==> src/design/osfq_pkg.sv <==
package osfq_pkg;

   // store size and field widths
   localparam int CAPACITY    = 1024;
   localparam int KEY_W       = 31;
   localparam int COUNT_W     = $clog2(CAPACITY + 1);
   localparam int TREE_LOG    = $clog2(CAPACITY);
   localparam int TREE_LEAVES = 1 << TREE_LOG;
   localparam int TREE_CNT_W  = $clog2(TREE_LOG + 1);

   // operation codes
   localparam logic FUNC_INSERT = 1'b0;
   localparam logic FUNC_QUERY  = 1'b1;

   // result status codes
   typedef enum logic [1:0] {
      STATUS_INSERTED = 2'd0,
      STATUS_FOUND    = 2'd1,
      STATUS_NONE     = 2'd2,
      STATUS_FULL     = 2'd3
   } status_type;

   // one leaf of the floor reduction tree: hit flag and masked key
   typedef struct packed {
      logic                    hit;
      logic signed [KEY_W-1:0] key;
   } leaf_type;

endpackage

==> src/design/osfq_cell.sv <==
module osfq_cell
   import osfq_pkg::*;
(
   input  logic                    clock,
   input  logic signed [KEY_W-1:0] cmp_key,
   input  logic                    occupied,
   input  logic                    shift_en,
   input  logic                    left_le,
   input  logic signed [KEY_W-1:0] left_key,
   input  logic                    right_le,
   output logic                    le,
   output logic signed [KEY_W-1:0] key,
   output leaf_type                leaf
);

   logic signed [KEY_W-1:0] key_ff;
   logic signed [KEY_W-1:0] key_in;

   // stored key at or below the broadcast key
   assign le = occupied && (key_ff <= cmp_key);

   // keep, take the new key, or take the left neighbour's key
   always_comb begin
      key_in = key_ff;
      if (shift_en && !le) begin
         key_in = left_le ? cmp_key : left_key;
      end
   end

   always_ff @(posedge clock) begin
      key_ff <= key_in;
   end

   // the last cell at or below the bound holds the floor
   always_comb begin
      leaf.hit = le && !right_le;
      leaf.key = leaf.hit ? key_ff : '0;
   end

   assign key = key_ff;

endmodule

==> config.mk <==
export PLATFORM = sky130hd
export DESIGN_NAME = osfq_cell
export DESIGN_NICKNAME = d
export VERILOG_FILES = /design/src/design/osfq_pkg.sv /design/src/design/osfq_cell.sv
export SDC_FILE = /design/constraint.sdc
export NUM_CORES = 1
export LEC_CHECK = 0
export CAP_MARGIN = 0
export CORE_UTILIZATION = 64
export DETAILED_ROUTE_END_ITERATION = 10
export DONT_BUFFER_PORTS = 1
export PLACE_DENSITY = 0.8
export SYNTH_ARGS = -nofsm -noshare
export SYNTH_HDL_FRONTEND = slang
export SYNTH_SLANG_ARGS = --single-unit
export TNS_END_PERCENT = 30
==> constraint.sdc <==
create_clock -name clock -period 3.5 [get_ports clock]
set_clock_uncertainty 0.1 [all_clocks]
set_input_delay 0.35 -clock clock [delete_from_list [all_inputs] [get_ports clock]]
set_output_delay 0.35 -clock clock [all_outputs]
set_load 0.01 [all_outputs]
# [After elaboration in Yosys (flattened, before gate mapping)]
# Cells that the tools add are included.
[totals] word_cells=9 ff_bits=31 out_inout_bits=64 in_bits=67
[op_classes] muxes=2 order_cmp=1 reduce_logical=5
[op_table] cell="31-bit two-way mux" count=2
[op_table] cell="31-bit <= comparator" count=1
[op_table] cell="1-bit logical AND" count=3
[op_table] cell="1-bit zero test" count=2

# [Depth between registers and ports, before layout]
# Gate-level depths: netlist (run 1).
[logic_depth] ltp_word=4 depth_mapped=9 mapped_depth_nobuf=8

# [Least setup slack after synthesis (run 1)]
# Ideal clock, no wire load.
[synth_timing] path_type="register to register" start="register key_ff[30], in the netlist key[30]" end="register key_ff[0], in the netlist key[0], enable pin" t_arrival_ns=2.526 path_stages_with_launch=7 synth_period_minus_slack_ns=3.017 slack_ns=0.483 n_path_buf=0 setup_ns=0.391 required_ns=3.009 cell_sequence="edfxtp_1 ha_1 nand4_2 nor4_1 and4b_4 o21a_1 and3b_1"
[synth_via] elab_chain_len=4
[synth_rtl] element="from (decl)" line="osfq_cell.sv:16" text="logic signed [KEY_W-1:0] key_ff;"
[synth_rtl] element="from (signal assigned)" line="osfq_cell.sv:31" text="key_ff <= key_in;"
[synth_rtl] element="31-bit <= comparator" line="osfq_cell.sv:20" text="assign le = occupied && (key_ff <= cmp_key);"
[synth_rtl] element="1-bit logical AND" line="osfq_cell.sv:20"
[synth_rtl] element="1-bit zero test" line="osfq_cell.sv:25" text="if (shift_en && !le) begin"
[synth_rtl] element="1-bit logical AND" line="osfq_cell.sv:25"
# Every way passes these cells.
# A chain may end at the register's enable or synchronous reset.

==> run summary, run 1 <==
status -> finished, final reports clean
syn nets -> 355
worst-margin pin slew -> 0.658 ns
Global Route Usage Sum -> 26.2%
Inserted Clock Buffers -> 5
CP Launch Type -> flop
Die Area -> 4090 µm²
H-tree Lvls -> 2
largest net degree at the start of global routing -> 33
Clock transition at path regs -> 0.07 ns
cell breakdown of the critical path -> ha_1 -> a211oi_1 -> nor2_1 -> o31a_1 -> nor4b_2 -> nor4_4 -> buf_4 -> nor2_1
final critical-path share of the clock period -> 90.2%
CP startpoint -> key[4]
Skew-Pair Late Insertion Delay -> 0.27 ns
CP dominant cell by count -> nor2_1
total wire length -> 5.32 mm
worst flop-to-flop path endpoint -> key[8]
number of fill cells -> 295
CP Data Arrival Time -> 2.71 ns
I/O Pins -> 131
Finished Cell Area -> 2690 µm²
Slew HR -> 55.8%
RR Startpoint -> key[4]
worst vdd ir -> 0.336 mV
Die Width -> 63.9 µm
antenna-violating nets left -> 0
post-DP HPWL -> 3.99 mm
Die Y -> 63.9 µm
Critical Path RT -> 3.05 ns
DR vias -> 1888
Port Buf Inserts -> 0
Final min period -> 3.16 ns
RSZ-0062 raised after global routing -> no
ANT cells -> 0
largest area contributor in the netlist -> edfxtp_1
initial antenna violation count -> 0
P per Cell Area -> 403 nW/µm²
Avg WL per Cell -> 16.6 µm
CORE AREA -> 3660 µm²
first-pass GRT wire length -> 8.22 mm
Clock Path Buffers -> 2
Max Freq -> 317 MHz
nets -> 370
P&R area growth vs syn -> 9.54%
Tightest Hold Check Type -> input port to flop
endpoints failing hold -> 0
synthesized area per cell -> 9.55 µm²
Seq cells post-synth -> 31
router iterations before antenna repair -> 4
Row Count -> 22
cell count along the critical path -> 8
1st-iter DRT viols -> 136
CTS sink cnt -> 31
CP Max Fanout -> 10
CP top delay family -> simple AND/OR/NAND/NOR gates
Final Setup Violations -> 0
Initial Util -> 67.0%
drt drc -> 0
GPL Wtd Cong -> 0.804
Post-Syn Area -> 2450 µm²
Remaining Overflow, GRT -> 0
Placed Area -> 2570 µm²
WS Path Type -> flop to output port
root buffer cell -> clkbuf_8
Synth Warn # -> 0
Via density -> 5.88
layout cell share with drive strength beyond 1 -> 21.6%
max cap viols -> 0
ranking of synthesized cells by area -> edfxtp_1 (38%), ha_1 (16%), mux2_2 (14%), nand2_1 (5.8%), nor2_1 (5.4%)
Pwr Total -> 1.08 mW
most frequent cells in the layout -> nand2_1 (38), nor2_1 (35), inv_1 (32)
post-synth top area share -> 37.9%
Critical Path Max Stage Delay -> 0.55 ns
R2R cell count -> 8
most common cell after layout, fill and taps aside -> nand2_1
Largest register FFs -> 31
TNS Setup -> 0 ns
Distinct cells, synth -> 31
CP Capture Type -> output port
Worst Path Buf+Inv -> 1
Crit-path slowest cell -> nor4b_2
r2r setup slk -> 0.62 ns
Gate Count Post-Synth -> 257
sequential share of the synthesized area -> 37.9%
leak pwr -> 1.18 nW
Slew Viols, Final -> 0
CP endpoint -> leaf[15]
vias in the first global route -> 1869
CTS tree -> yes
==> kinds of logic (layout without fill, tap and decap cells) <==
| logic type | after synthesis | count (layout) | share of synthesized area, % |
|---|---|---|---|
| multiplexers | 31 | 31 | 14.2 |
| AO/OA/AOI/OAI | 30 | 30 | 7.09 |
| AND/OR/NAND/NOR | 93 | 94 | 17.7 |
| flip-flops | 31 | 31 | 37.9 |
| buffers and inverters | 41 | 56 | 7.19 |
| adder cells (fa/ha/maj) | 31 | 31 | 15.8 |
==> routing by layer <==
| metal | track usage [%] | part of all wire [%] |
|---|---|---|
| met3 | 6.43 | 7.3 |
| met2 | 46.3 | 51 |
| met5 | 0 | 0 |
| met1 | 31.3 | 41 |
| met4 | 7.39 | 0.47 |
==> metrics by stage <==
step / std cells / util [%] / worst slack, ns / hold WS, ns
detailed placement: 311 / 70.3 / 0.0980 / 0.473
finish: 321 / 73.4 / 0.344 / 0.194
global placement: 311 / 70.3 / 0.185 / 0.470
floorplan: 257 / - / 0.483 / 0.470
global route: 321 / 73.4 / 0.185 / 0.180
CTS: 320 / 73.0 / 0.0869 / 0.190
==> Yosys cell counts <==
cell / n
nand2_1: 38
nor2_1: 35
inv_1: 32
edfxtp_1: 31
ha_1: 31
mux2_2: 31
a21oi_1: 15
o21ai_0: 7
nand4_1: 5
buf_1: 3
buf_6: 3
clkbuf_1: 3
nor2b_1: 3
and3_1: 2
o21a_1: 2
a211oi_1: 1
a21o_1: 1
a22o_1: 1
a22oi_1: 1
and3b_1: 1
and4b_4: 1
nand3_1: 1
nand3b_1: 1
nand4_2: 1
nor3_1: 1
nor3_2: 1
nor4_1: 1
nor4_4: 1
nor4b_1: 1
o2111ai_1: 1
o31a_1: 1
==> worst register-to-register path, delay by kind of cell, from the launching register on <==
family | cells | cell delay, ns
buffers and inverters | 1 | 0.21
flip-flops | 1 | 0.46
AND/OR/NAND/NOR | 3 | 0.86
adder cells (fa/ha/maj) | 1 | 0.33
AO/OA/AOI/OAI | 3 | 0.67
==> area by class of cell <==
type	count	area (µm²)	area share, %
sequential	31	931	34.6
tap	48	60.1	2.23
multi-input combinational	186	1380	51.2
clock inverter	2	7.51	0.279
inverter	32	120	4.47
timing repair buffer	16	120	4.47
clock buffer	6	72.6	2.70
==> power breakdown <==
part           internal [mW]  leakage (nW)  switching, mW  total, mW
Sequential             0.462         0.296         0.0396      0.501
Clock                  0.135        0.0403          0.125      0.260
Combinational          0.133         0.839          0.190      0.323
==> worst min-delay path by stage <==
stage	from	depth (start not counted)	slack [ns]	end
3_3_place_gp	left_key[29]	1	0.47	key[29]
2_1_floorplan	left_key[30]	1	0.47	key[30]
3_5_place_dp	left_key[27]	1	0.47	key[27]
5_1_grt	left_key[18]	1	0.18	key[18]
4_1_cts	left_key[12]	1	0.19	key[12]
6_report	left_key[21]	1	0.19	key[21]
==> what timing repair did <==
| action | CTS | global route |
|---|---|---|
| cloned | 1 | 0 |
| endpoints found under the setup margin | 13 | 23 |
| hold buffers | 0 | 0 |
| setup buffers | 0 | 1 |
| pin swaps | 1 | 1 |
| resized for setup | 1 | 1 |
Power figures use the tool's default switching activity.
==> inputs of run 2 (changes only) <==
- CORE_UTILIZATION: 64 -> 55
- PLACE_DENSITY: 0.8 -> 0.7
==> run 2 against run 1 <==
Compared with the run above:
- setup slack worse by 0.026 ns
- flip-flop and latch count is the same
- cell area is 1.4% higher
- clock power about the same
- largest cell class unchanged
- core utilization down 7.6 points
- combinational power grew 6%
- critical endpoint is now leaf[24]
- non-clock buffer count up 4
- critical path depth unchanged
==> run summary, run 2 (synthesis gave the netlist of run 1 again) <==
endpoints failing hold -> 0
status -> finished, final reports clean
Final Setup Violations -> 0
Die Width -> 68.8 µm
P_sw -> 360 µW
total wire length -> 5.53 mm
cell breakdown of the critical path -> ha_1 -> a211oi_1 -> nor2_1 -> o31a_1 -> nor4b_2 -> nor4_4 -> buf_4 -> nor2_1
Slew Viols, Final -> 0
most common cell after layout, fill and taps aside -> nand2_1
largest net degree at the start of global routing -> 32
routed wire length on met3 -> 413 µm
uppermost layer routed -> met4
post-DP HPWL -> 4.20 mm
combinational group share of total power -> 31.0%
CP dominant cell by count -> nor2_1
RSZ-0062 raised after global routing -> no
CP Launch Type -> flop
Max Freq -> 314 MHz
Critical Path RT -> 3.05 ns
P&R area growth vs syn -> 11.1%
I/O Pins -> 131
final hold slack -> 0.190 ns
Global Route Usage Sum -> 23.3%
GPL Wtd Cong -> 0.725
Clock Path Buffers -> 2
P per Cell Area -> 403 nW/µm²
1st-iter DRT viols -> 82
CP Data Arrival Time -> 2.73 ns
Largest register FFs -> 31
Slew HR -> 57.0%
initial antenna violation count -> 0
Initial Util -> 59.2%
TNS Setup -> 0 ns
sequential cell area -> 931 µm²
leak pwr -> 1.20 nW
Row Count -> 23
worst vdd ir -> 0.245 mV
WS Path Type -> flop to output port
drt drc -> 0
Clock transition at path regs -> 0.07 ns
H-tree Lvls -> 2
hold path start -> left_key[0]
RR Startpoint -> key[4]
CTS tree -> yes
clock power share -> 23.5%
vias in the first global route -> 1791
CTS Hold Bufs -> 0
CTS sink cnt -> 31
worst-margin pin slew -> 0.640 ns
CORE AREA -> 4140 µm²
router iterations before antenna repair -> 4
CP Capture Type -> output port
Sequential Power Share -> 45.4%
CP top delay family -> simple AND/OR/NAND/NOR gates
most frequent cells in the layout -> nand2_1 (38), nor2_1 (35), inv_1 (32)
met2 wire len -> 2.71 mm
Crit-path slowest cell -> nor4b_2
number of fill cells -> 353
Tightest Hold Check Type -> input port to flop
Cell Int Power -> 738 µW
DR vias -> 1868
Remaining Overflow, GRT -> 0
post-layout util -> 65.8%
CP startpoint -> key[4]
root buffer cell -> clkbuf_8
layout cell share with drive strength beyond 1 -> 22.9%
max cap viols -> 0
CP Max Fanout -> 12
Die Area -> 4730 µm²
Met1 Routed Length -> 2.34 mm
first-pass GRT wire length -> 7.94 mm
Die Y -> 68.8 µm
Final min period -> 3.18 ns
antenna-violating nets left -> 0
final critical-path share of the clock period -> 90.9%
Skew-Pair Late Insertion Delay -> 0.28 ns
Port Buf Inserts -> 0
Worst Path Buf+Inv -> 1
Multi-input gate area -> 1380 µm²
ANT cells -> 0
Critical Path Max Stage Delay -> 0.58 ns
Via density -> 5.75
Avg WL per Cell -> 17.0 µm
nets -> 374
Inserted Clock Buffers -> 5
sw frac -> 32.8%
==> run 2: cell types whose count changed in the layout (fill, tap and decap cells not counted) <==
cell,delta
buf_4,+3
clkinv_1,-2
buf_12,+1
==> run 2: worst paths after layout <==
| kind | slack [ns] | cells after the start | to |
|---|---|---|---|
| min reg2reg | 1.54 | 4 | key[3] |
| min | 0.19 | 1 | key[0] |
| max reg2reg | 0.39 | 8 | key[17] |
| max | 0.32 | 8 | leaf[24] |
==> run 2: stage by stage <==
stage	setup WS, ns	std cells	power (mW)	cell area [µm²]
2_1_floorplan	0.483	257	0.751	2450
3_3_place_gp	0.171	316	0.814	2610
3_5_place_dp	0.110	316	0.825	2610
4_1_cts	0.0391	323	1.09	2700
5_1_grt	0.101	325	1.16	2730
6_report	0.318	325	1.10	2730
==> run 2: area by class of cell <==
cell class                      instances  area share, %
Multi-Input combinational cell        186           50.5
Clock buffer                            6           2.66
Tap cell                               50           2.30
Sequential cell                        31           34.2
Timing Repair Buffer                   20           5.97
Inverter                               32           4.41
==> run 2: power by group through the flow <==
stage	clock, mW	sequential [mW]	combinational [mW]
after floorplan	0	0.512	0.239
after global placement	0	0.504	0.309
after detailed placement	0	0.507	0.318
after CTS	0.263	0.499	0.330
after global routing	0.273	0.505	0.382
final	0.258	0.499	0.341
==> run 2: layer usage <==
layer / track usage, % / up-vias
li1: - / 927
met1: 27.3 / 840
met2: 40.6 / 93
met3: 6.25 / 8
met4: 8.93 / 0
met5: 0 / -
==> run 2: worst reg2reg max path, delay by kind of cell (launching register included) <==
family          cells  cell delay, ns
flops               1            0.47
simple gates        3            1.06
compound gates      3            0.62
fa+ha+maj           1            0.33
buf+inv             1            0.26
==> run 2: repair_timing <==
item	CTS	global route
setup buffers	0	2
pin swaps	1	1
endpoints found under the setup margin	12	23
gates resized for setup	1	1
cloned	1	0
==> inputs of run 3 (changes only) <==
- MAX_ROUTING_LAYER: unset -> met4
==> run 3 against run 2 <==
Compared with the run above:
- sequential power is essentially flat
- global-route usage is 0.67 points higher
- power barely moved
- combinational power barely moved
- cell area did not move
- sequential share of layout area did not move
- final cell count unchanged
- critical path depth did not move
- setup slack better by 0.0025 ns
- flip-flop and latch count did not move
- non-clock buffer count is the same
==> run summary, run 3 (synthesis gave the netlist of run 1 again) <==
global routing usage on met2 -> 40.6%
total wire length -> 5.54 mm
Crit-path slowest cell -> nor4b_2
final critical-path share of the clock period -> 90.8%
endpoints failing hold -> 0
DR vias -> 1871
RSZ-0062 raised after global routing -> no
CP dominant cell by count -> nor2_1
P&R area growth vs syn -> 11.1%
CTS tree -> yes
CP startpoint -> key[4]
CTS Hold Bufs -> 0
most common cell after layout, fill and taps aside -> nand2_1
root buffer cell -> clkbuf_8
Die Y -> 68.8 µm
vias in the first global route -> 1794
P per Cell Area -> 403 nW/µm²
met3 usage -> 5.59%
Critical Path RT -> 3.05 ns
CP Data Arrival Time -> 2.73 ns
Final min period -> 3.18 ns
1st-iter DRT viols -> 73
CP Max Fanout -> 12
nets -> 374
CP Launch Type -> flop
CTS sink cnt -> 31
final hold slack -> 0.190 ns
max cap viols -> 0
Max Freq -> 315 MHz
post-DP HPWL -> 4.20 mm
WS Path Type -> flop to output port
worst slack, placed -> 0.110 ns
router iterations before antenna repair -> 4
layout cell share with drive strength beyond 1 -> 22.9%
r2r setup slk -> 0.40 ns
sequential cell area -> 931 µm²
initial antenna violation count -> 0
Row Count -> 23
Remaining Overflow, GRT -> 0
status -> finished, final reports clean
worst flop-to-flop path endpoint -> key[20]
Inst Count DP -> 316
Final Setup Violations -> 0
TNS Setup -> 0 ns
Tightest Hold Check Type -> input port to flop
ANT cells -> 0
Multi-input gate area -> 1380 µm²
Global Route Usage Sum -> 24.0%
fin cells -> 325
GPL Wtd Cong -> 0.734
Largest register FFs -> 31
RR Startpoint -> key[4]
R2R cell count -> 8
leak pwr -> 1.20 nW
Port Buf Inserts -> 0
Avg WL per Cell -> 17.0 µm
CP Capture Type -> output port
antenna-violating nets left -> 0
Critical Path Max Stage Delay -> 0.58 ns
CP endpoint -> leaf[24]
CORE AREA -> 4140 µm²
Final Worst Setup Slack -> 0.321 ns
met1 GRT Util -> 27.7%
worst vdd ir -> 0.246 mV
Via density -> 5.76
Inserted Clock Buffers -> 5
Top Usage Layer GRT -> met2
most frequent cells in the layout -> nand2_1 (38), nor2_1 (35), inv_1 (32)
Die Width -> 68.8 µm
Clock transition at path regs -> 0.07 ns
drt drc -> 0
largest net degree at the start of global routing -> 32
worst-margin pin slew -> 0.641 ns
Initial Util -> 59.2%
first-pass GRT wire length -> 7.95 mm
H-tree Lvls -> 2
Clock Path Buffers -> 2
I/O Pins -> 131
Skew-Pair Late Insertion Delay -> 0.28 ns
Slew HR -> 56.9%
cell breakdown of the critical path -> ha_1 -> a211oi_1 -> nor2_1 -> o31a_1 -> nor4b_2 -> nor4_4 -> buf_4 -> nor2_1
number of fill cells -> 353
Slew Viols, Final -> 0
Die Area -> 4730 µm²
==> run 3: layer usage <==
| layer | vias to the layer above | share of wire (%) | wire length [µm] |
|---|---|---|---|
| li1 | 927 | - | - |
| met1 | 844 | 43 | 2390 |
| met2 | 92 | 49 | 2690 |
| met3 | 8 | 6.9 | 382 |
| met4 | 0 | 1.3 | 70 |
| met5 | - | 0 | 0 |
==> run 3: how the worst min path moves through the flow <==
| stage | from | to | slack [ns] | depth (start not counted) |
|---|---|---|---|---|
| finish | left_key[0] | key[0] | 0.19 | 1 |
| detailed placement | left_key[0] | key[0] | 0.47 | 1 |
| CTS | left_key[0] | key[0] | 0.18 | 1 |
| global placement | left_key[15] | key[15] | 0.47 | 1 |
| floorplan | left_key[30] | key[30] | 0.47 | 1 |
| global route | left_key[7] | key[7] | 0.18 | 1 |
==> run 3: critical path, delay by kind of cell (launching register included) <==
kind,cells,cell delay [ns]
simple gates,4,0.95
compound gates,2,0.49
flops,1,0.47
fa+ha+maj,1,0.33
buf+inv,1,0.21
==> run 3: final cells by class <==
class	instances	area share, %
multi-input cells	186	50.5
repair buffers	20	5.97
inverters	32	4.41
well taps	50	2.30
flip-flops and latches	31	34.2
clock buffers	6	2.66
==> run 3: stage by stage <==
step	power, mW	util (%)	area [µm²]
after global routing	1.16	65.8	2730
after CTS	1.09	65.2	2700
after floorplan	0.751	-	2450
final	1.10	65.8	2730
after global placement	0.814	63.0	2610
after detailed placement	0.825	63.0	2610
==> run 3: repair_timing <==
action                                 4_1_cts  5_1_grt
buffers inserted                             0        2
pin swaps                                    1        1
endpoints found under the hold margin        0        0
gates cloned                                 1        0
setup endpoints to repair                   12       23
gates resized for setup                      1        1
==> run 3: power by group <==
part | internal (mW) | switching (mW)
registers | 0.462 | 0.0370
clock network | 0.132 | 0.126
logic | 0.144 | 0.197
